$ cat config.mk
export PLATFORM = sky130hd
export DESIGN_NAME = rshc_back
export DESIGN_NICKNAME = d
export VERILOG_FILES = /design/src/hdl/rshc_pkg.sv /design/src/hdl/rshc_back.sv
export SDC_FILE = /design/constraint.sdc
export NUM_CORES = 1
export LEC_CHECK = 0
export BUFFER_PORTS_ARGS = -buffer_cell sky130_fd_sc_hd__buf_2
export CAP_MARGIN = 40
export CORE_MARGIN = 10
export CORE_UTILIZATION = 60
export DETAILED_ROUTE_END_ITERATION = 7
export PLACE_DENSITY = 0.83
export SYNTH_ARGS = -nofsm -noshare
export SYNTH_HDL_FRONTEND = slang
export SYNTH_SLANG_ARGS = --single-unit
$ cat constraint.sdc
create_clock -name clock -period 2.8 [get_ports clock]
set_input_delay 0.42 -clock clock [delete_from_list [all_inputs] [get_ports clock]]
set_output_delay 0.42 -clock clock [all_outputs]
set_load 0.1 [all_outputs]
$ cat src/hdl/rshc_pkg.sv
`default_nettype none

package rshc_pkg;

   localparam int COUNT_WIDTH_DEF = 16;
   localparam int HIT_COUNT_WIDTH = 16;
   localparam int HIT_COUNT_MAX   = (1 << HIT_COUNT_WIDTH) - 1;

   localparam int COORD_WIDTH = 24;
   localparam int DIR_WIDTH   = 16;
   localparam int SEMI_WIDTH  = 23;
   localparam int OFS_WIDTH   = COORD_WIDTH + 1;
   localparam int XP_WIDTH    = OFS_WIDTH + DIR_WIDTH;
   localparam int DIFF_WIDTH  = XP_WIDTH + 1;
   localparam int CROSS_WIDTH = XP_WIDTH;
   localparam int DXY_WIDTH   = 2 * DIR_WIDTH;
   localparam int DSQ_WIDTH   = DXY_WIDTH - 1;
   localparam int SQ_WIDTH    = 2 * SEMI_WIDTH;

   localparam int REQ_TDATA_WIDTH = 168;
   localparam int RSP_TDATA_WIDTH = 16;

   localparam int CSR_INDEX_WIDTH = 2;
   localparam int CSR_DATA_WIDTH  = COORD_WIDTH;
   localparam logic [CSR_INDEX_WIDTH-1:0] CSR_START_X = 2'd0;
   localparam logic [CSR_INDEX_WIDTH-1:0] CSR_START_Y = 2'd1;
   localparam logic [CSR_INDEX_WIDTH-1:0] CSR_START_Z = 2'd2;

   localparam int MAC_XW   = 84;
   localparam int MAC_YW   = 48;
   localparam int MAC_DW   = 12;
   localparam int MAC_NDIG = MAC_YW / MAC_DW;
   localparam int MAC_DIGW = $clog2(MAC_NDIG);
   localparam int MAC_PW   = MAC_XW + MAC_DW;
   localparam int MAC_AW   = MAC_XW + MAC_YW;
   localparam int MAC_NOPS = 9;
   localparam int MAC_OPW  = $clog2(MAC_NOPS);

   localparam int QUEUE_DEPTH = 4;
   localparam int QUEUE_PW    = $clog2(QUEUE_DEPTH);
   localparam int QUEUE_CW    = QUEUE_PW + 1;

   typedef logic signed [COORD_WIDTH-1:0] coord_type;

   typedef struct packed {
      coord_type x;
      coord_type y;
      coord_type z;
   } point_type;

   typedef struct packed {
      logic hit;
      logic last;
   } entry_type;

   typedef enum logic [2:0] {
      FS_IDLE,
      FS_PROD,
      FS_ABS,
      FS_MAC,
      FS_DRAIN,
      FS_PUSH
   } front_state_type;

   typedef enum logic [3:0] {
      XS_C1,
      XS_C2,
      XS_C3,
      XS_DXY,
      XS_DZZ,
      XS_T1,
      XS_T2,
      XS_T3,
      XS_T4
   } x_sel_type;

   typedef enum logic [2:0] {
      YS_C1,
      YS_C2,
      YS_C3,
      YS_H,
      YS_V
   } y_sel_type;

   typedef enum logic [2:0] {
      DS_NONE,
      DS_T1,
      DS_T2,
      DS_T3,
      DS_T4,
      DS_L,
      DS_CMP
   } dest_type;

   typedef struct packed {
      x_sel_type x_sel;
      y_sel_type y_sel;
      logic      accumulate;
      dest_type  dest;
   } mac_op_type;

   // lhs = (c1^2 + c2^2) * h + c3^2 * v, rhs = (dxy * h) * v + (dzz * h) * h
   function automatic mac_op_type mac_op(input logic [MAC_OPW-1:0] idx);
      mac_op_type op;
      case (idx)
         4'd0:    op = '{XS_C1,  YS_C1, 1'b0, DS_NONE};
         4'd1:    op = '{XS_C2,  YS_C2, 1'b1, DS_T1};
         4'd2:    op = '{XS_C3,  YS_C3, 1'b0, DS_T2};
         4'd3:    op = '{XS_DXY, YS_H,  1'b0, DS_T3};
         4'd4:    op = '{XS_DZZ, YS_H,  1'b0, DS_T4};
         4'd5:    op = '{XS_T1,  YS_H,  1'b0, DS_NONE};
         4'd6:    op = '{XS_T2,  YS_V,  1'b1, DS_L};
         4'd7:    op = '{XS_T3,  YS_V,  1'b0, DS_NONE};
         4'd8:    op = '{XS_T4,  YS_H,  1'b1, DS_CMP};
         default: op = '{XS_C1,  YS_C1, 1'b0, DS_NONE};
      endcase
      return op;
   endfunction

endpackage

`default_nettype wire

$ cat src/hdl/rshc_back.sv
`default_nettype none

module rshc_back
   import rshc_pkg::*;
#(
   parameter int COUNT_WIDTH = COUNT_WIDTH_DEF
) (
   input  wire logic                       clock,
   input  wire logic                       reset,
   input  wire logic                       ent_valid,
   output      logic                       ent_ready,
   input  wire entry_type                  ent,
   output      logic                       rsp_tvalid,
   input  wire logic                       rsp_tready,
   // hit_count
   output      logic [RSP_TDATA_WIDTH-1:0] rsp_tdata
);

   localparam int WideW = (COUNT_WIDTH > HIT_COUNT_WIDTH) ? COUNT_WIDTH : HIT_COUNT_WIDTH;

   logic [COUNT_WIDTH-1:0]     count_ff, count_in, bumped;
   logic [WideW-1:0]           wide;
   logic [HIT_COUNT_WIDTH-1:0] sat;
   logic                       rsp_valid_ff, rsp_valid_in;
   logic [RSP_TDATA_WIDTH-1:0] rsp_data_ff;
   logic                       take, emit;

   // only a last item needs the output register free
   assign ent_ready = !ent.last || !rsp_valid_ff || rsp_tready;
   assign take      = ent_valid && ent_ready;
   assign emit      = take && ent.last;

   always_comb begin
      bumped = (ent.hit && count_ff != '1) ? count_ff + COUNT_WIDTH'(1) : count_ff;
      wide   = WideW'(bumped);
      sat    = (wide > WideW'(HIT_COUNT_MAX)) ? '1 : wide[HIT_COUNT_WIDTH-1:0];
      count_in = count_ff;
      if (take) begin
         count_in = ent.last ? '0 : bumped;
      end
      rsp_valid_in = rsp_valid_ff;
      if (emit) begin
         rsp_valid_in = 1'b1;
      end else if (rsp_tready) begin
         rsp_valid_in = 1'b0;
      end
   end

   always_ff @(posedge clock) begin
      if (reset) begin
         count_ff     <= '0;
         rsp_valid_ff <= 1'b0;
      end else begin
         count_ff     <= count_in;
         rsp_valid_ff <= rsp_valid_in;
      end
   end

   always_ff @(posedge clock) begin
      if (emit) begin
         rsp_data_ff <= RSP_TDATA_WIDTH'(sat);
      end
   end

   assign rsp_tvalid = rsp_valid_ff;
   assign rsp_tdata  = rsp_data_ff;

endmodule

`default_nettype wire

Word level (Yosys, flattened, before mapping)
Index checks and enable logic that the tools add are counted.
{"block": "totals", "ff_bits": 33, "inputBits": 6, "out_inout_bits": 18, "wordCells": 18}
{"block": "classes", "add_sub_neg": 1, "n_lt_le_gt_ge": 1, "n_eq_ne": 1, "n_mux": 4, "reduce_logical": 8}
{"cell": "2-to-1 mux 16 bit", "count": 2}
{"cell": "adder 16 x 1 -> 16 bit, second input constant", "count": 1}
{"cell": "> comparator 16 bit, second input constant", "count": 1}
{"cell": "inequality test 16 bit, second input constant", "count": 1}
{"cell": "logical AND 1 bit", "count": 3}
{"cell": "logical NOT 1 bit", "count": 2}
{"cell": "logical OR 1 bit", "count": 2}
{"cell": "2-to-1 mux 1 bit", "count": 2}
{"cell": "nonzero test 2 bit", "count": 1}

Depth between registers and ports, before layout
Gate-level depths: netlist of the first run.
{"block": "logic_depth", "depth_word": 6, "mapped_depth": 6}

Worst setup path after synthesis of the first run
OpenSTA, ideal clock, no wires.
{"block": "synth_timing", "path_kind": "register -> register", "startpoint": "register rsp_valid_ff (netlist: rsp_tvalid)", "endpoint": "register count_ff[2]", "setup_time_ns": 0.074, "arrival_ns": 3.044, "t_required_ns": 2.726, "setup_slack_ns": -0.318, "stages_incl_launch_ff": 5, "path_buffers": 0, "period_less_slack_ns": 3.118, "cell_sequence": "dfxtp_1 > nand3b_1 > a21oi_1 > o21ai_0 > o21ai_0"}
{"block": "synth_between", "elab_chain_len": 4}
{"item": "start: declaration", "line_no": "rshc_back.sv:24", "source": "logic rsp_valid_ff, rsp_valid_in;"}
{"item": "start signal: assignment", "line_no": "rshc_back.sv:55", "source": "rsp_valid_ff <= rsp_valid_in;"}
{"item": "logical NOT 1 bit", "line_no": "rshc_back.sv:29", "source": "assign ent_ready = !ent.last || !rsp_valid_ff || rsp_tready;"}
{"item": "logical OR 1 bit (2 in a row)", "line_no": "rshc_back.sv:29"}
{"item": "named net ent_ready", "line_no": "rshc_back.sv:11", "source": "output logic ent_ready,"}
{"item": "logical AND 1 bit", "line_no": "rshc_back.sv:30", "source": "assign take = ent_valid && ent_ready;"}
{"item": "end signal: assignment", "line_no": "rshc_back.sv:54", "source": "count_ff <= count_in;"}
{"item": "end: declaration", "line_no": "rshc_back.sv:21", "source": "logic [COUNT_WIDTH-1:0] count_ff, count_in, bumped;"}
The timed path passes the listed nets, and every way through them passes these cells.
A chain may end at the register's enable or synchronous reset.

Worst setup path after layout of the first run
{"block": "layout_timing", "startpoint": "register count_ff[0]", "endpoint": "register rsp_data_ff[13] (netlist: rsp_tdata[13]), data pin"}
{"block": "layout_between", "elab_chain_len": 4}
{"item": "parallel branches: the longest is 2 deep, another holds adder 16 x 1 -> 16 bit"}
{"item": "2-to-1 mux 16 bit (*)", "line_no": "rshc_back.sv:34", "source": "bumped = (ent.hit && count_ff != '1) ? count_ff + COUNT_WIDTH'(1) : count_ff;"}
{"item": "named net bumped[13]", "line_no": "rshc_back.sv:21"}
{"item": "> comparator 16 bit", "line_no": "rshc_back.sv:36", "source": "sat = (wide > WideW'(HIT_COUNT_MAX)) ? '1 : wide[HIT_COUNT_WIDTH-1:0];"}
{"item": "end signal: assignment", "line_no": "rshc_back.sv:61", "source": "rsp_data_ff <= RSP_TDATA_WIDTH'(sat);"}
{"item": "end: declaration", "line_no": "rshc_back.sv:25", "source": "logic [RSP_TDATA_WIDTH-1:0] rsp_data_ff;"}
Mark *: on every way through the listed nets, which the timed path passes.

==> results of run 1 <==
## path summary, 6_finish.rpt
check,end,cells past startpoint
worst max-delay path,rsp_tdata[13],5
worst max register to register,rsp_tdata[13],5
worst min-delay path,rsp_tvalid,3
worst min register to register,rsp_tvalid,2
## power groups by stage
stage / Clock [uW] / Sequential, uW / Combinational (uW)
floorplan: 0 / 644 / 42.9
global placement: 0 / 544 / 172
CTS: 378 / 533 / 174
finish: 373 / 533 / 173
global route: 393 / 535 / 182
detailed placement: 0 / 544 / 174
## cell type report
cell class | instances | area (um2) | area share
flip-flops and latches | 33 | 822 | 0.418
well taps | 31 | 38.8 | 0.0197
multi-input cells | 128 | 868 | 0.441
inverters | 6 | 22.5 | 0.0115
clock buffers | 7 | 55.1 | 0.0280
repair buffers | 25 | 130 | 0.0662
clock inverters | 1 | 30.0 | 0.0153
## worst reg2reg max path, delay by kind of cell (launching register included)
kind,cells,cell delay (ns)
xor+xnor,1,0.14
simple gates,3,0.95
fa+ha+maj,1,0.27
flops,1,0.42
## synthesized netlist by cell type (all sizes together) (4+ instances only)
cell,instances
dfxtp,17
edfxtp,16
nand2,16
nor2,15
a21oi,7
xnor2,7
inv,6
o21ai,6
xor2,6
a31oi,5
buf,5
nand3,5
nand4,5
nor3,5
and3,4
clkbuf,4
## sequential cells by signal (all words and copies together) (netlist names)
| signal | cells |
|---|---|
| count_ff | 16 |
| rsp_tvalid | 1 |
| rsp_tdata | 16 |
## cells by family (layout without fill, tap and decap cells)
family / after synthesis / after routing / synth area share
flip-flops: 33 / 33 / 0.470
AND/OR/NAND/NOR: 73 / 73 / 0.249
XOR/XNOR: 13 / 13 / 0.0652
AO/OA/AOI/OAI: 41 / 41 / 0.172
adder cells (fa/ha/maj): 1 / 1 / 0.00716
buffers and inverters: 15 / 39 / 0.0365
## layer usage
metal,share of wire,wire (um),global-route usage,vias up
li1,-,-,-,712
met1,0.42,1550,0.171,658
met5,0,0,0,-
met2,0.49,1820,0.245,65
met4,0.0067,25,0.0435,0
met3,0.087,324,0.0545,2
## through the flow
step / util / area (um2)
2_1_floorplan: - / 1750
3_3_place_gp: 0.677 / 1880
3_5_place_dp: 0.677 / 1880
4_1_cts: 0.707 / 1970
5_1_grt: 0.707 / 1970
6_report: 0.707 / 1970
==> metrics, run 1 <==
Initial Util=0.628; CTS root buf=clkbuf_4; DP Cell Count=223; Vert. Die Dim=74.0 um; routed via count=1437; crit path cell chain=ha_1 -> nand3_1 -> or4_4 -> and3_1 -> xor2_1; leading area contributor after synthesis=edfxtp_1; Longest Clk Path Bufs=2; hold path startpoint=rsp_tready; Slew Limit Fails=0; Crit path largest cell delay=between 0.4 and 0.5 ns; Critical R2R Launch=count_ff[0]; clock power share=0.346; first-pass GRT wire length=roughly 6.3 mm; Max stage delay cell, worst path=or4_4; worst-skew pair later-pin latency=0.34 ns; Yosys Warn Count=0; fillcell total=about 210; Pre-Repair DR Iteration Count=4; DRC viols=0; all-layer global routing usage=0.147; Lkg Pwr=0.000761 uW; VDD IR-drop max=around 0.54 mV; Critical Path Start=count_ff[0]; Hold Buf Count CTS=0; GP Congestion=a little under 0.9; final hold violations=0; worst hold margin=0.330 ns; Netlist Area Pre-Place=1750 um2; DR vias/cell=slightly above 6; DRT iter0 DRCs=85; H-tree depth=2; IO Count=24; most common cell after layout, fill and taps aside=buf_2; part of the cycle the worst path needs=0.724; final WL=3.73 mm; Die Area=around 5500 um2; number of synthesized register bits=33; Worst-Margin Slew=approximately 0.55 ns; Chip Width=74.0 um; syn nets=about 180; Non-Filler Instances=roughly 230; WL/cell=roughly 16 um; Num CTS Buffers=5; Seq pwr share=0.494; Final ANT Viol Nets=0; Post-synth EDFFs=16; post-synth top area share=0.275; setup TNS=0 ns; sequential area share after synthesis=0.470; PortBufs=23; pwr dens=around 550 nW/um2; cells after synthesis=about 180; Most used DFF post-synth=dfxtp_1; Post-synth ARST share=0; Max FO, Critical Path=6; clk sink count=33; post-CTS setup buffer count=0; Worst Setup End Kind=flip-flop; max-cap violation count=0; WS Path Type=flip-flop to flip-flop; vias in the first global route=1376; sw power=approximately 310 uW; combinational cell fraction of total power=0.160; Netlist cell types=roughly 50; Core Area=around 2800 um2; max_slew headroom=0.632; # nets final=~210; CP Data Required Time=2.89 ns; fin crit period=around 2.0 ns; worst path bufs/invs=0; final setup violation count=0; PostCTS Resize Cnt=0; largest net degree at the start of global routing=12; crit-path leading delay family=simple AND/OR/NAND/NOR gates; r2r setup slk=~0.77 ns; Diodes inserted=0; RSZ-0062 raised after global routing=no; Area Growth Syn to Fin=12.6%; final setup margin=just under 0.8 ns; pre-CTS setup slack=roughly 0.8 ns; Post-DP HPWL=around 2.7 mm; Worst Path Arrival=between 2 and 2.5 ns; cell-internal power=between 700 and 800 uW; Clk pin slew, worst setup/hold paths=about 0.1 ns; total power=about 1100 uW; synth top area cells=edfxtp_1 28%, dfxtp_1 19%, xnor2_1 3.5%; CTS tree=built; status=finished, final reports clean; Final Skew=roughly 0.0025 ns; most frequent cells in the layout=23 x buf_2, 16 x nand2_1, 16 x dfxtp_1, 16 x edfxtp_1, 14 x nor2_1; CP Launch Type=flip-flop; Worst Hold Class=input pin to flip-flop; fraction of layout cells with a size suffix above 1=0.210; Sw Share=0.288; fmax=slightly below 500 MHz; Syn Area/Cell=about 9.9 um2; total global routing overflow=0; antenna violations before repair=0; std cell rows=19
No activity file was read; power rests on OpenSTA's default activity.
==> run 2: changes to the inputs <==
--- a/config.mk
+++ b/config.mk
@@ -5,12 +5,13 @@
 export SDC_FILE = /design/constraint.sdc
 export NUM_CORES = 1
 export LEC_CHECK = 0
+export ABC_AREA = 1
 export BUFFER_PORTS_ARGS = -buffer_cell sky130_fd_sc_hd__buf_2
 export CAP_MARGIN = 40
 export CORE_MARGIN = 10
-export CORE_UTILIZATION = 60
+export CORE_UTILIZATION = 56
 export DETAILED_ROUTE_END_ITERATION = 7
-export PLACE_DENSITY = 0.83
+export PLACE_DENSITY = 0.78
 export SYNTH_ARGS = -nofsm -noshare
 export SYNTH_HDL_FRONTEND = slang
 export SYNTH_SLANG_ARGS = --single-unit
==> constraint.sdc (replaced) <==
create_clock -name clock -period 2.05 [get_ports clock]
set_input_delay 0.3075 -clock clock [delete_from_list [all_inputs] [get_ports clock]]
set_output_delay 0.3075 -clock clock [all_outputs]
set_load 0.1 [all_outputs]
==> metrics, run 2 <==
CP Launch Type=flip-flop; Synth Area in Compound Gates=0.0805; Seq. cell area=822 um2; post-CTS setup buffer count=0; DRT iter0 DRCs=between 100 and 150; std cell rows=20; IO Count=24; final WL=about 3.6 mm; r2r endpoint=rsp_tdata[14]; setup TNS=0 ns; DR vias/cell=just over 5; Final ANT Viol Nets=0; PostCTS Resize Cnt=0; Netlist Area Pre-Place=1770 um2; Die Area=approximately 5800 um2; Diodes inserted=0; synth top area cells=edfxtp_1 27%, dfxtp_1 19%, nand2_1 10%; Chip Width=between 70 and 80 um; CTS tree=built; cells after synthesis=roughly 220; WS Path Type=flip-flop to flip-flop; commonest cells in the netlist=49 x nand2_1, 26 x nand3_1, 22 x inv_1; Worst Path Arrival=roughly 1.9 ns; Critical Path Start=count_ff[0]; Hold Path Stages=2; GP Congestion=a little under 0.9; clk sink count=33; Hold Buf Count CTS=0; pwr dens=roughly 640 nW/um2; post-synth top area share=0.271; Core Area=3050 um2; Most used DFF post-synth=dfxtp_1; fillcell total=280; antenna violations before repair=0; PortBufs=23; RSZ-0062 raised after global routing=no; Initial Util=0.581; Adder-Cell Fraction of Synth Area=0.00706; part of the cycle the worst path needs=0.852; fin crit period=between 1.5 and 2 ns; # nets final=250; Max FO, Critical Path=6; final setup violation count=0; H-tree depth=2; Final Skew=about 0.014 ns; status=finished, final reports clean; Post-synth ARST share=0; R2R depth=7; Final Util=0.652; Slew Limit Fails=0; r2r setup slk=roughly 0.30 ns; fmax=572 MHz; leading area contributor after synthesis=edfxtp_1; mux share of post-synthesis cell area=0; top-count cell post-synth=nand2_1; Lkg Pwr=~0.00084 uW; Post-DP HPWL=~2.7 mm; Area Growth Syn to Fin=12.4%; Num CTS Buffers=5; largest net degree at the start of global routing=20; post-synthesis simple-gate area fraction=0.371; Longest Clk Path Bufs=2; crit path to=rsp_tdata[14]; max_slew headroom=0.674; Post-Synth XOR/XNOR Area=0.00494; all-layer global routing usage=0.134; CTS root buf=clkbuf_4; Post-synth EDFFs=16; final hold violations=0; Worst Setup End Kind=flip-flop; routed via count=1469; Pre-Repair DR Iteration Count=4; multi-input logic area=between 800 and 900 um2; DRC viols=0; total global routing overflow=0; first-pass GRT wire length=about 6.5 mm; Vert. Die Dim=76.3 um; vias in the first global route=roughly 1500; number of synthesized register bits=33; syn nets=about 220; CP Data Required Time=~2.2 ns; Clk pin slew, worst setup/hold paths=about 0.11 ns; VDD IR-drop max=between 0.3 and 0.4 mV; fraction of layout cells with a size suffix above 1=0.246; Netlist cell types=26; most frequent cells in the layout=49 x nand2_1, 26 x nand3_1, 23 x buf_2, 22 x inv_1; Critical R2R Launch=count_ff[0]; Syn Area/Cell=between 8 and 9 um2; main combinational cell family by area after synthesis=simple AND/OR/NAND/NOR gates; Yosys Warn Count=0; most common cell after layout, fill and taps aside=nand2_1; Worst Hold Class=input pin to flip-flop; worst-skew pair later-pin latency=between 0.3 and 0.4 ns; WL/cell=around 13 um; max-cap violation count=0; sequential area share after synthesis=0.463; Worst-Margin Slew=between 0.4 and 0.5 ns
## run 2: where the power goes
group | total (uW) | switching, uW | internal [uW]
Combinational | 172 | 147 | 25.0
Clock | 389 | 220 | 169
Sequential | 710 | 5.79 | 704
Total | 1270 | 373 | 898
## run 2: how the worst min path moves through the flow
stage,startpoint,endpoint,slack (ns)
2_1_floorplan,count_ff[15],count_ff[15],0.47
3_3_place_gp,count_ff[12],count_ff[12],0.49
3_5_place_dp,count_ff[15],count_ff[15],0.49
4_1_cts,reset,count_ff[3],0.35
5_1_grt,reset,count_ff[7],0.37
6_report,reset,count_ff[3],0.36
## run 2: critical path, stage by stage (launching register included)
cell and delay [ns]:
dfxtp_1 0.43, ha_1 0.23, nand3_2 0.14, nor2_2 0.19, nand2_1 0.11, nor2_1 0.15
nand3_1 0.10, and2_1 0.17
## run 2: per-stage QoR
stage	std cells	setup slack, ns	cell area (um2)	hold slack [ns]	power [uW]
floorplan	217	0.170	1780	0.472	867
global placement	280	0.344	1930	0.492	898
detailed placement	280	0.282	1930	0.487	898
CTS	288	0.297	1990	0.355	1280
global route	288	0.123	1990	0.374	1310
finish	288	0.303	1990	0.363	1270
## run 2: layout make-up
class                           instances  area share
Multi-Input combinational cell        152       0.416
Timing Repair Buffer                   25      0.0653
Clock buffer                            8      0.0295
Inverter                               26      0.0490
Tap cell                               44      0.0276
Sequential cell                        33       0.413
## run 2: routing by layer
metal  share of wire  track usage  vias up
li1                -            -      771
met3           0.045       0.0413        8
met5               0            0        -
met4           0.021       0.0632        0
met1            0.48        0.156      663
met2            0.45        0.219       27
## run 2: logic make-up (layout without fill, tap and decap cells)
group / count (synthesis) / after routing
AO/OA/AOI/OAI: 24 / 24
XOR/XNOR: 1 / 1
adder cells (fa/ha/maj): 1 / 1
buffers and inverters: 32 / 59
flip-flops: 33 / 33
AND/OR/NAND/NOR: 126 / 126
