$ cat src/hdl/rshc_pkg.sv
`default_nettype none

package rshc_pkg;

   localparam int COUNT_WIDTH_DEF = 16;
   localparam int HIT_COUNT_WIDTH = 16;
   localparam int HIT_COUNT_MAX   = (1 << HIT_COUNT_WIDTH) - 1;

   localparam int COORD_WIDTH = 24;
   localparam int DIR_WIDTH   = 16;
   localparam int SEMI_WIDTH  = 23;
   localparam int OFS_WIDTH   = COORD_WIDTH + 1;
   localparam int XP_WIDTH    = OFS_WIDTH + DIR_WIDTH;
   localparam int DIFF_WIDTH  = XP_WIDTH + 1;
   localparam int CROSS_WIDTH = XP_WIDTH;
   localparam int DXY_WIDTH   = 2 * DIR_WIDTH;
   localparam int DSQ_WIDTH   = DXY_WIDTH - 1;
   localparam int SQ_WIDTH    = 2 * SEMI_WIDTH;

   localparam int REQ_TDATA_WIDTH = 168;
   localparam int RSP_TDATA_WIDTH = 16;

   localparam int CSR_INDEX_WIDTH = 2;
   localparam int CSR_DATA_WIDTH  = COORD_WIDTH;
   localparam logic [CSR_INDEX_WIDTH-1:0] CSR_START_X = 2'd0;
   localparam logic [CSR_INDEX_WIDTH-1:0] CSR_START_Y = 2'd1;
   localparam logic [CSR_INDEX_WIDTH-1:0] CSR_START_Z = 2'd2;

   localparam int MAC_XW   = 84;
   localparam int MAC_YW   = 48;
   localparam int MAC_DW   = 12;
   localparam int MAC_NDIG = MAC_YW / MAC_DW;
   localparam int MAC_DIGW = $clog2(MAC_NDIG);
   localparam int MAC_PW   = MAC_XW + MAC_DW;
   localparam int MAC_AW   = MAC_XW + MAC_YW;
   localparam int MAC_NOPS = 9;
   localparam int MAC_OPW  = $clog2(MAC_NOPS);

   localparam int QUEUE_DEPTH = 4;
   localparam int QUEUE_PW    = $clog2(QUEUE_DEPTH);
   localparam int QUEUE_CW    = QUEUE_PW + 1;

   typedef logic signed [COORD_WIDTH-1:0] coord_type;

   typedef struct packed {
      coord_type x;
      coord_type y;
      coord_type z;
   } point_type;

   typedef struct packed {
      logic hit;
      logic last;
   } entry_type;

   typedef enum logic [2:0] {
      FS_IDLE,
      FS_PROD,
      FS_ABS,
      FS_MAC,
      FS_DRAIN,
      FS_PUSH
   } front_state_type;

   typedef enum logic [3:0] {
      XS_C1,
      XS_C2,
      XS_C3,
      XS_DXY,
      XS_DZZ,
      XS_T1,
      XS_T2,
      XS_T3,
      XS_T4
   } x_sel_type;

   typedef enum logic [2:0] {
      YS_C1,
      YS_C2,
      YS_C3,
      YS_H,
      YS_V
   } y_sel_type;

   typedef enum logic [2:0] {
      DS_NONE,
      DS_T1,
      DS_T2,
      DS_T3,
      DS_T4,
      DS_L,
      DS_CMP
   } dest_type;

   typedef struct packed {
      x_sel_type x_sel;
      y_sel_type y_sel;
      logic      accumulate;
      dest_type  dest;
   } mac_op_type;

   // lhs = (c1^2 + c2^2) * h + c3^2 * v, rhs = (dxy * h) * v + (dzz * h) * h
   function automatic mac_op_type mac_op(input logic [MAC_OPW-1:0] idx);
      mac_op_type op;
      case (idx)
         4'd0:    op = '{XS_C1,  YS_C1, 1'b0, DS_NONE};
         4'd1:    op = '{XS_C2,  YS_C2, 1'b1, DS_T1};
         4'd2:    op = '{XS_C3,  YS_C3, 1'b0, DS_T2};
         4'd3:    op = '{XS_DXY, YS_H,  1'b0, DS_T3};
         4'd4:    op = '{XS_DZZ, YS_H,  1'b0, DS_T4};
         4'd5:    op = '{XS_T1,  YS_H,  1'b0, DS_NONE};
         4'd6:    op = '{XS_T2,  YS_V,  1'b1, DS_L};
         4'd7:    op = '{XS_T3,  YS_V,  1'b0, DS_NONE};
         4'd8:    op = '{XS_T4,  YS_H,  1'b1, DS_CMP};
         default: op = '{XS_C1,  YS_C1, 1'b0, DS_NONE};
      endcase
      return op;
   endfunction

endpackage

`default_nettype wire

$ cat src/hdl/rshc_queue.sv
`default_nettype none

module rshc_queue
   import rshc_pkg::*;
(
   input  wire logic      clock,
   input  wire logic      reset,
   input  wire logic      in_valid,
   output      logic      in_ready,
   input  wire entry_type in_entry,
   output      logic      out_valid,
   input  wire logic      out_ready,
   output      entry_type out_entry
);

   entry_type             mem_ff [QUEUE_DEPTH];
   logic [QUEUE_PW-1:0]   wr_ptr_ff, wr_ptr_in, rd_ptr_ff, rd_ptr_in;
   logic [QUEUE_CW-1:0]   cnt_ff, cnt_in;
   logic                  push, pop;

   assign in_ready  = cnt_ff != QUEUE_CW'(QUEUE_DEPTH);
   assign out_valid = cnt_ff != '0;
   assign out_entry = mem_ff[rd_ptr_ff];
   assign push      = in_valid && in_ready;
   assign pop       = out_valid && out_ready;

   always_comb begin
      wr_ptr_in = push ? wr_ptr_ff + QUEUE_PW'(1) : wr_ptr_ff;
      rd_ptr_in = pop ? rd_ptr_ff + QUEUE_PW'(1) : rd_ptr_ff;
      cnt_in    = cnt_ff;
      if (push && !pop) begin
         cnt_in = cnt_ff + QUEUE_CW'(1);
      end else if (pop && !push) begin
         cnt_in = cnt_ff - QUEUE_CW'(1);
      end
   end

   always_ff @(posedge clock) begin
      if (reset) begin
         wr_ptr_ff <= '0;
         rd_ptr_ff <= '0;
         cnt_ff    <= '0;
      end else begin
         wr_ptr_ff <= wr_ptr_in;
         rd_ptr_ff <= rd_ptr_in;
         cnt_ff    <= cnt_in;
      end
   end

   always_ff @(posedge clock) begin
      if (push) begin
         mem_ff[wr_ptr_ff] <= in_entry;
      end
   end

endmodule

`default_nettype wire

$ cat config.mk
export PLATFORM = sky130hd
export DESIGN_NAME = rshc_queue
export DESIGN_NICKNAME = d
export VERILOG_FILES = /design/src/hdl/rshc_pkg.sv /design/src/hdl/rshc_queue.sv
export SDC_FILE = /design/constraint.sdc
export NUM_CORES = 1
export LEC_CHECK = 0
export BUFFER_PORTS_ARGS = -buffer_cell sky130_fd_sc_hd__buf_2
export CORE_MARGIN = 2
export CORE_UTILIZATION = 35
export DETAILED_ROUTE_END_ITERATION = 8
export SLEW_MARGIN = 20
export SYNTH_ARGS = -nofsm -noshare
export SYNTH_HDL_FRONTEND = slang
export SYNTH_SLANG_ARGS = --single-unit
$ cat constraint.sdc
create_clock -name clock -period 2.9 [get_ports clock]
set_input_delay 0 -clock clock [delete_from_list [all_inputs] [get_ports clock]]
set_output_delay 0 -clock clock [all_outputs]
set_load 0.01 [all_outputs]
# Word level (Yosys, flattened, before mapping)
# Memory sizes are Yosys's and may differ from the RTL's. A register that Yosys moved wholly into a read port is not among the register bits.
# Cells that the tools add are included.
[totals]
register_bits = 7
ramBits = 8
out_inout_bits = 4
memories = 1
[memory_table]
columns = ["name", "depth", "word_bits", "read_ports", "rd_clocked_by_memory_dff", "write_ports", "line_no", "text"]
rows = [
  ["mem_ff", 4, 2, 1, 1, 1, "rshc_queue.sv:16", "entry_type mem_ff [QUEUE_DEPTH];"],
]
[op_classes]
n_addsub = 4
eq_ne = 1
muxes = 6
reduce_logical = 8
[op_table]
columns = ["cell", "count"]
rows = [
  ["3-bit 2-to-1 mux", 2],
  ["2-bit by 1-bit adder with 2-bit output (second input constant)", 2],
  ["1-bit logical AND", 4],
  ["2-bit 2-to-1 mux", 2],
  ["3-bit by 1-bit adder with 3-bit output (second input constant)", 1],
  ["3-bit != test (second input constant)", 1],
  ["3-bit nonzero test", 1],
  ["3-bit by 1-bit subtractor with 3-bit output (second input constant)", 1],
  ["1-bit zero test", 2],
  ["1-bit 2-to-1 mux", 2],
  ["2-bit nonzero test", 1],
]

# Longest topological paths before layout
# Gate-level depths: netlist of the first run.
[depth]
word_depth = 6
ltp_mapped = 8
mapped_depth_nobuf = 8

# Worst setup path after synthesis of the first run
# OpenSTA, ideal clock, no wires.
[synth_path]
path_type = "reg-to-reg"
startpoint = "register cnt_ff[0]"
endpoint = "register cnt_ff[2]"
setup_ps = 70
arrival_ps = 1929
t_required_ps = 2830
setup_slack_ps = 900
stages_incl_launch_ff = 9
path_buffers = 0
synth_period_minus_slack_ps = 2000
path_cell_list = "dfxtp_1 -> nor2_2 -> a21boi_4 -> ha_1 -> inv_1 -> fa_1 -> xor2_1 -> or3_1 -> a21oi_1"
[synth_between]
elab_chain_len = 5
[synth_lines]
columns = ["item", "line_no", "text"]
rows = [
  ["start, declared", "rshc_queue.sv:18", "logic [QUEUE_CW-1:0] cnt_ff, cnt_in;"],
  ["start signal, assigned", "rshc_queue.sv:46", "cnt_ff <= cnt_in;"],
  ["3-bit != test *", "rshc_queue.sv:21", "assign in_ready = cnt_ff != QUEUE_CW'(QUEUE_DEPTH);"],
  ["1-bit logical AND *", "rshc_queue.sv:24", "assign push = in_valid && in_ready;"],
  ["net push", "rshc_queue.sv:19", "logic push, pop;"],
  ["1-bit zero test", "rshc_queue.sv:33", "end else if (pop && !push) begin"],
  ["1-bit logical AND", "rshc_queue.sv:33", ""],
  ["2-bit nonzero test (no source line)", "--", ""],
]
# The timed path passes the listed nets; every way through them passes the cells marked *. The select of a mux whose other input is x is not followed.
# A chain may end at the register's enable or synchronous reset.

# Worst setup path in the final report of the first run
# Same ends and word-level chain as after synthesis.

==> flow_summary.toml, run 1 <==
[clock_tree]
cts_max_level = 1
cts_tree = "built"
clkLatencyLatePin_ns = 0.29
clk_pin_slew_worst_paths_ns = 0.09
numCtsBuffers = 3
cts_sinks = 17
clock-root-buffer = "clkbuf_4"
cts_resized = 0
clock_path_buffers = 2

[route]
drtIter0Drc = 2
postRouteAntennaNets = 0
vias = 448
wire_per_inst_um = 11.3
wirelength_um = 1130
drc = 0
drtPass1Iterations = 3
viasPerCell = 4.48

[setup_path]
cp_num_buf_inv = 1
max_stage_delay_ns = 0.49
cp.depth = 8
cp-startpoint = "cnt_ff[0]"
crit_chain = "nor2_2 > a21boi_4 > ha_1 > inv_1 > fa_1 > xor2_1 > or3_1 > a21oi_1"
cpMaxStageDelayCell = "dfxtp_1"
cp.arrival_ns = 2.42
path_class = "flip-flop to flip-flop"
r2r-start = "cnt_ff[0]"
cp_max_fo = 7
startpoint_type = "flip-flop"
worstRegToRegCells = 8
critPathCaptureType = "flip-flop"
cp.required_ns = 3.13
cp_top_family = "adder cells"

[synth]
yosysTopAreaCell = "edfxtp_1"
ys_ff_latch = 17
synthXorXnorAreaFrac_pct = 4.55
synth_area_sq_um = 771
ys_seq_area_share_pct = 54.5
synthMuxAreaShare_pct = 10.4
synthCells = 58
synth_nets = 70
yosys.area_share.simple_pct = 11.4
yosysTopAreaCellShare_pct = 31.2
synthAdderAreaFrac_pct = 10.7
synth_top_family_by_area = "simple AND/OR/NAND/NOR gates"
yosysWarnings = 0
synth_compound_area_share_pct = 6.49
synthTopCellsByArea = "edfxtp_1 (31%), dfxtp_1 (23%), ha_1 (8.1%)"
yosysUniqueCellTypes = 22
syn_avg_cell_area_sq_um = 13.3

[finish]
diodes = 0
design_area_sq_um = 903
final-instance-count-excl-fill = 100
drive_gt1_share_pct = 27.4
syn_to_final_growth_pct = 17.2
nets = 86

[sta]
fin_crit_sh_pct = 75.8
fin_setup_tns_ns = 0
fin_skew_ns = 0.00338
finalMaxSlewViolations = 0
slew_headroom_pct = 81.0
finalHoldViolCount = 0
period_minus_slack_ns = 2.20
setup_viol = 0
fmax_mhz = 455
fin_ws_ns = 0.702
rsz0062_at_grt = "false"
worst_pin_slew_ns = 0.281

[min_path]
hp-start = "out_ready"
holdPathStages = 4
hp-class = "primary input to flip-flop"

[global_routing]
grt-ovfl-total = 0
grt_start_max_net_pins = 11
antenna_found_initial = 0
grt_use_total_pct = 10.6
first_global_vias = 447
grt_pass1_wl_um = 1940

[run]
cap_viol_max_count = 0

[power]
p_leak_uw = 0.000367
peakVddDrop_mv = 0.405
power_density_mw_per_mm2 = 791

[floorplan]
initial_core_util_pct = 38.1
die_h_um = 50.9
die-area_sq_mm = 0.00259
die_w_um = 50.9
ios = 10
coreArea_sq_mm = 0.00202
rows = 16

[placed_design]
dp_cells = 93
pre_cts_ws_ns = 0.718
place_congestion = 0.743
port-buffer-count = 9
dpl-instance-area_sq_um = 846
detailed_place_hpwl_um = 849

[run_status]
status = "finished clean"
[power by group]
| group | total (uW) | internal [uW] | switching, uW | leakage, uW |
|---|---|---|---|---|
| logic | 236 | 124 | 111 | 0.000202 |
| registers | 356 | 302 | 53.6 | 0.000147 |
| clock network | 123 | 51.3 | 71.6 | 0.0000177 |
[per-layer routing]
| metal | wire [um] | GRT usage, % | vias up |
|---|---|---|---|
| li1 | - | - | 232 |
| met1 | 514 | 11.4 | 204 |
| met2 | 537 | 17.1 | 7 |
| met3 | 54 | 5.26 | 5 |
| met4 | 23 | 5.41 | 0 |
| met5 | 0 | 0 | - |
[cells in the mapped netlist]
| master | count |
|---|---|
| nor2_2 | 1 |
| mux2_4 | 1 |
| inv_1 | 3 |
| xor2_1 | 4 |
| nand2b_1 | 2 |
| or3_2 | 1 |
| dfxtp_1 | 9 |
| nor2_1 | 7 |
| mux4_2 | 2 |
| o31ai_2 | 1 |
| or3_1 | 1 |
| edfxtp_1 | 8 |
| a21boi_4 | 1 |
| o21ai_0 | 1 |
| nand2_1 | 1 |
| mux2i_1 | 2 |
| fa_1 | 1 |
| a21oi_1 | 1 |
| clkbuf_1 | 1 |
| ha_1 | 5 |
| o311ai_1 | 1 |
| and2_1 | 4 |
[cell families (layout without fill, tap and decap cells)]
group | Yosys count | count (layout)
AOI/OAI and AO/OA | 5 | 5
xor gates and xnor gates | 4 | 4
adders and majority gates | 6 | 6
buffers and inverters | 4 | 19
DFF | 17 | 17
muxes | 5 | 5
and+or+nand+nor | 17 | 17
[worst min-delay path, cell delays in order]
cell     delay (ns)
buf_2          0.11
o31ai_2        0.07
xor2_1         0.08
nor2_1         0.08
[placed cells by master (no fill, tap or decap), drive strengths merged]
master / count
dfxtp: 9
buf: 9
edfxtp: 8
nor2: 8
ha: 5
and2: 4
xor2: 4
inv: 3
clkbuf: 3
dlygate4sd3: 3
mux4: 2
nand2b: 2
mux2i: 2
or3: 2
a21boi: 1
o31ai: 1
nand2: 1
o311ai: 1
o21ai: 1
a21oi: 1
mux2: 1
fa: 1
clkinv: 1
[path summary, 6_finish.rpt]
| check | endpoint | slack (ns) |
|---|---|---|
| worst max-delay path | cnt_ff[2] | 0.70 |
| worst min-delay path | rd_ptr_ff[0] | 0.08 |
| worst max register to register | cnt_ff[2] | 0.70 |
| worst min register to register | wr_ptr_ff[1] | 0.53 |
[metrics by stage]
step | hold slack [ns] | power (uW) | util (%)
5_1_grt | 0.0951 | 775 | 44.7
4_1_cts | 0.0814 | 728 | 44.7
6_report | 0.0818 | 715 | 44.7
3_3_place_gp | 0.224 | 594 | 41.8
2_1_floorplan | 0.0989 | 533 | -
3_5_place_dp | 0.230 | 599 | 41.8
[final cells by class]
| type | count | area, sq um |
|---|---|---|
| clock inverter | 1 | 5.00 |
| sequential | 17 | 420 |
| clock buffer | 3 | 22.5 |
| tap | 27 | 33.8 |
| timing repair buffer | 12 | 75.1 |
| inverter | 3 | 11.3 |
| fill | 198 | 1120 |
| multi-input combinational | 37 | 335 |
[repair_timing]
item	4_1_cts	5_1_grt
setup buffers	0	0
hold buffers	3	0
hold endpoints to repair	13	0
No activity file was read; power rests on OpenSTA's default activity.
==> inputs of run 2 (changes only) <==
Clock period 2.9 ns to 1.9 ns, I/O delays scaled along.
==> run 2 against run 1 <==
Against the previous run:
- worst setup slack worse by 0.67 ns
- die area stayed put
- non-clock buffer count is 8 higher
- sequential cell count stayed put
- sequential share of layout area is 3.0 points lower
- final cell count is 8.0% higher
- critical endpoint unchanged
- register-to-register slack worse by 0.67 ns
- clock power is 50% higher
- maximum frequency is 18% higher
- largest power group unchanged
- sequential power is 53% higher
- wire length is 12% higher
==> flow_summary.toml, run 2 (same netlist as run 1, synthesis figures left out) <==
[placed_design]
dpl-instance-area_sq_um = 893
place_congestion = 0.724
pre_cts_ws_ns = -0.00630
detailed_place_hpwl_um = 960
port-buffer-count = 9

[route]
wirelength_um = 1270
drtIter0Drc = 6
wire_per_inst_um = 11.7
drc = 0
vias = 482
drtPass1Iterations = 2
postRouteAntennaNets = 0
viasPerCell = 4.46

[sta]
fmax_mhz = 535
period_minus_slack_ns = 1.87
fin_ws_ns = 0.0305
slew_headroom_pct = 74.8
finalHoldViolCount = 0
worst_pin_slew_ns = 0.373
setup_viol = 0
fin_crit_sh_pct = 98.4
finalMaxSlewViolations = 0
fin_skew_ns = 0.00660
fin_setup_tns_ns = 0
rsz0062_at_grt = "true"

[finish]
drive_gt1_share_pct = 40.7
final_cell_mix = "buf_2 (9), edfxtp_1 (8), buf_4 (8), nor2_1 (7), dfxtp_1 (6)"
design_area_sq_um = 985
syn_to_final_growth_pct = 27.8
nets = 94
mostFrequentLayoutCell = "buf_2"
diodes = 0

[setup_path]
cp.arrival_ns = 2.08
critPathCaptureType = "flip-flop"
cpMaxStageDelayCell = "dfxtp_4"
path_class = "flip-flop to flip-flop"
cp_top_family = "adder cells"
cp_max_fo = 3
max_stage_delay_ns = 0.38
startpoint_type = "flip-flop"
crit_chain = "o31ai_4 > ha_2 > inv_2 > fa_2 > xor2_1 > or3_1 > a21oi_1"
cp.required_ns = 2.11
cp_num_buf_inv = 1

[clock_tree]
cts_sinks = 17
clk_pin_slew_worst_paths_ns = 0.10
cts_max_level = 1
clock-root-buffer = "clkbuf_4"
clkLatencyLatePin_ns = 0.28
clock_path_buffers = 2
cts_tree = "built"
numCtsBuffers = 3

[global_routing]
first_global_vias = 494
grt_use_total_pct = 11.8
grt-ovfl-total = 0
grt_pass1_wl_um = 2160
grt_start_max_net_pins = 11
antenna_found_initial = 0

[floorplan]
initial_core_util_pct = 38.1
ios = 10
die_w_um = 50.9
rows = 16
coreArea_sq_mm = 0.00202
die-area_sq_mm = 0.00259
die_h_um = 50.9

[power]
power_density_mw_per_mm2 = 1230
peakVddDrop_mv = 0.710
p_leak_uw = 0.000404
total_power_uw = 1210

[run]
cap_viol_max_count = 0

[min_path]
hp-class = "primary input to flip-flop"

[run_status]
status = "finished clean"
==> run 2: layer usage <==
metal	track usage, %	vias to the layer above	routed length, um
met5	0	-	0
met4	5.41	0	0
met3	2.63	0	43
met2	19.5	7	642
met1	14.6	228	582
li1	-	247	-
==> run 2: cell type report <==
class / instances / area, sq um
Sequential cell: 17 / 429
Fill cell: 190 / 1040
Clock buffer: 4 / 26.3
Timing Repair Buffer: 20 / 135
Inverter: 3 / 11.3
Multi-Input combinational cell: 37 / 349
Tap cell: 27 / 33.8
==> run 2: timing repair <==
action                                  CTS  global route
endpoints found under the setup margin    1             1
buffers inserted                          1             1
hold endpoints to repair                 13             0
resized for setup                         4             3
pin swaps                                 1             3
hold buffers                              3             0
==> run 2: power by group <==
| group | leakage [uW] | switching [uW] | internal (uW) |
|---|---|---|---|
| registers | 0.000149 | 74.0 | 471 |
| logic | 0.000240 | 215 | 266 |
| clock network | 0.0000150 | 104 | 81.4 |
==> run 2: worst paths after layout <==
kind | slack, ns | startpoint | end | cells after the start
max reg2reg | 0.03 | cnt_ff[2] | cnt_ff[2] | 7
min | 0.18 | out_ready | flip-flop | 4
max | 0.03 | cnt_ff[2] | cnt_ff[2] | 7
min reg2reg | 0.53 | wr_ptr_ff[1] | wr_ptr_ff[1] | 2
==> run 2: worst reg2reg max path: cells and delay by family, from the launching register on <==
kind / cells / cell delay, ns
compound gates: 2 / 0.38
xor+xnor: 1 / 0.15
fa+ha+maj: 2 / 0.55
buf+inv: 1 / 0.04
flops: 1 / 0.38
simple gates: 1 / 0.30
==> run 2: through the flow <==
| step | utilization [%] | hold WS, ns | instances |
|---|---|---|---|
| after floorplan | - | 0.0989 | 58 |
| after global placement | 44.2 | 0.222 | 99 |
| after detailed placement | 44.2 | 0.223 | 99 |
| after CTS | 48.1 | 0.155 | 107 |
| after global routing | 48.7 | 0.215 | 108 |
| final | 48.7 | 0.179 | 108 |
==> inputs of run 3 (changes only) <==
Settings changed: MAX_ROUTING_LAYER set to met4.
==> run 3 against run 2 <==
Against the previous run:
- sequential power is essentially flat
- worst setup slack about the same
- first-iteration DRC count shrank 17%
- maximum frequency hardly changed
- sequential cell count is the same
- via count rose by 0.21%
- count of clock-buffer cells in the layout unchanged
- final area stayed put
- hold slack got worse by 0.0010 ns
- total power down 0.14%
- clock skew hardly changed
- wire length grew 0.24%
==> flow_summary.toml, run 3 (same netlist as run 1, synthesis figures left out) <==
[sta]
slew_headroom_pct = 75.1
fin_setup_tns_ns = 0
finalMaxSlewViolations = 0
hold_slack_ns = 0.178
period_minus_slack_ns = 1.87
rsz0062_at_grt = "true"
fin_skew_ns = 0.00654
worst_pin_slew_ns = 0.367
finalHoldViolCount = 0
fmax_mhz = 535
setup_viol = 0
fin_crit_sh_pct = 98.4

[floorplan]
rows = 16
initial_core_util_pct = 38.1
die_h_um = 50.9
die_w_um = 50.9
coreArea_sq_mm = 0.00202
die-area_sq_mm = 0.00259
ios = 10

[route]
postRouteAntennaNets = 0
drtIter0Drc = 5
vias = 483
drc = 0
wire_per_inst_um = 11.8
wirelength_um = 1270
viasPerCell = 4.47
drtPass1Iterations = 3

[setup_path]
critPathCaptureType = "flip-flop"
cp_max_fo = 3
startpoint_type = "flip-flop"
path_class = "flip-flop to flip-flop"
cp.arrival_ns = 2.08
cp.required_ns = 2.11

[run_status]
status = "finished clean"

[finish]
nets = 94
final_cell_mix = "buf_2 (9), edfxtp_1 (8), buf_4 (8), nor2_1 (7), dfxtp_1 (6)"
drive_gt1_share_pct = 40.7
diodes = 0
final-instance-count-excl-fill = 108
mostFrequentLayoutCell = "buf_2"
syn_to_final_growth_pct = 27.8

[placed_design]
detailed_place_hpwl_um = 960
port-buffer-count = 9
place_congestion = 0.733
dp_cells = 99

[clock_tree]
numCtsBuffers = 3
cts_tree = "built"
cts_max_level = 1
clkLatencyLatePin_ns = 0.28
clock_path_buffers = 2
cts_sinks = 17
clk_pin_slew_worst_paths_ns = 0.10
clock-root-buffer = "clkbuf_4"

[power]
p_leak_uw = 0.000404
power_density_mw_per_mm2 = 1230
peakVddDrop_mv = 0.709

[global_routing]
antenna_found_initial = 0
grt-ovfl-total = 0
grt_pass1_wl_um = 2160
grt_use_total_pct = 12.1
grt_start_max_net_pins = 11
first_global_vias = 493

[run]
cap_viol_max_count = 0

[min_path]
hp-class = "primary input to flip-flop"
-- run 3: worst max-delay path, stage by stage (launching register included) --
cell and delay [ns]:
dfxtp_4 0.38, o31ai_4 0.25, ha_2 0.22, inv_2 0.04, fa_2 0.33, xor2_1 0.15, or3_1 0.30, a21oi_1 0.13
-- run 3: stage by stage --
| step | area (sq um) | util, % | total power [uW] | worst slack [ns] |
|---|---|---|---|---|
| after floorplan | 773 | - | 818 | 0.00191 |
| after detailed placement | 893 | 44.2 | 979 | -0.00630 |
| after CTS | 973 | 48.1 | 1210 | 0.0288 |
| final | 985 | 48.7 | 1210 | 0.0307 |
| after global routing | 985 | 48.7 | 1300 | -0.0446 |
| after global placement | 893 | 44.2 | 967 | 0.0334 |
-- run 3: cell type report --
class,instances,area [sq um]
Fill cell,190,1040
Sequential cell,17,429
Multi-Input combinational cell,37,349
Timing Repair Buffer,20,135
Tap cell,27,33.8
Clock buffer,4,26.3
Inverter,3,11.3
-- run 3: layer usage --
layer,routed length [um],track usage [%],vias to the layer above
li1,-,-,247
met1,589,14.6,227
met2,630,19.5,7
met3,41,2.63,2
met4,9,5.41,0
met5,0,-,-
-- run 3: timing repair --
action | CTS | global route
pin swaps | 1 | 3
resized for setup | 4 | 3
hold buffers | 3 | 0
buffers inserted | 1 | 1
setup endpoints to repair | 1 | 1
hold endpoints to repair | 13 | 0
-- run 3: path summary, 6_finish.rpt --
kind | from | to | slack [ns] | cells after the start
max | cnt_ff[2] | cnt_ff[2] | 0.03 | 7
min | out_ready | flip-flop | 0.18 | 4
min reg2reg | wr_ptr_ff[1] | wr_ptr_ff[1] | 0.53 | 2
max reg2reg | cnt_ff[2] | cnt_ff[2] | 0.03 | 7
-- run 3: power breakdown --
group          internal, uW  switching (uW)
Clock                  81.4             103
Sequential              471            74.1
Combinational           266             214
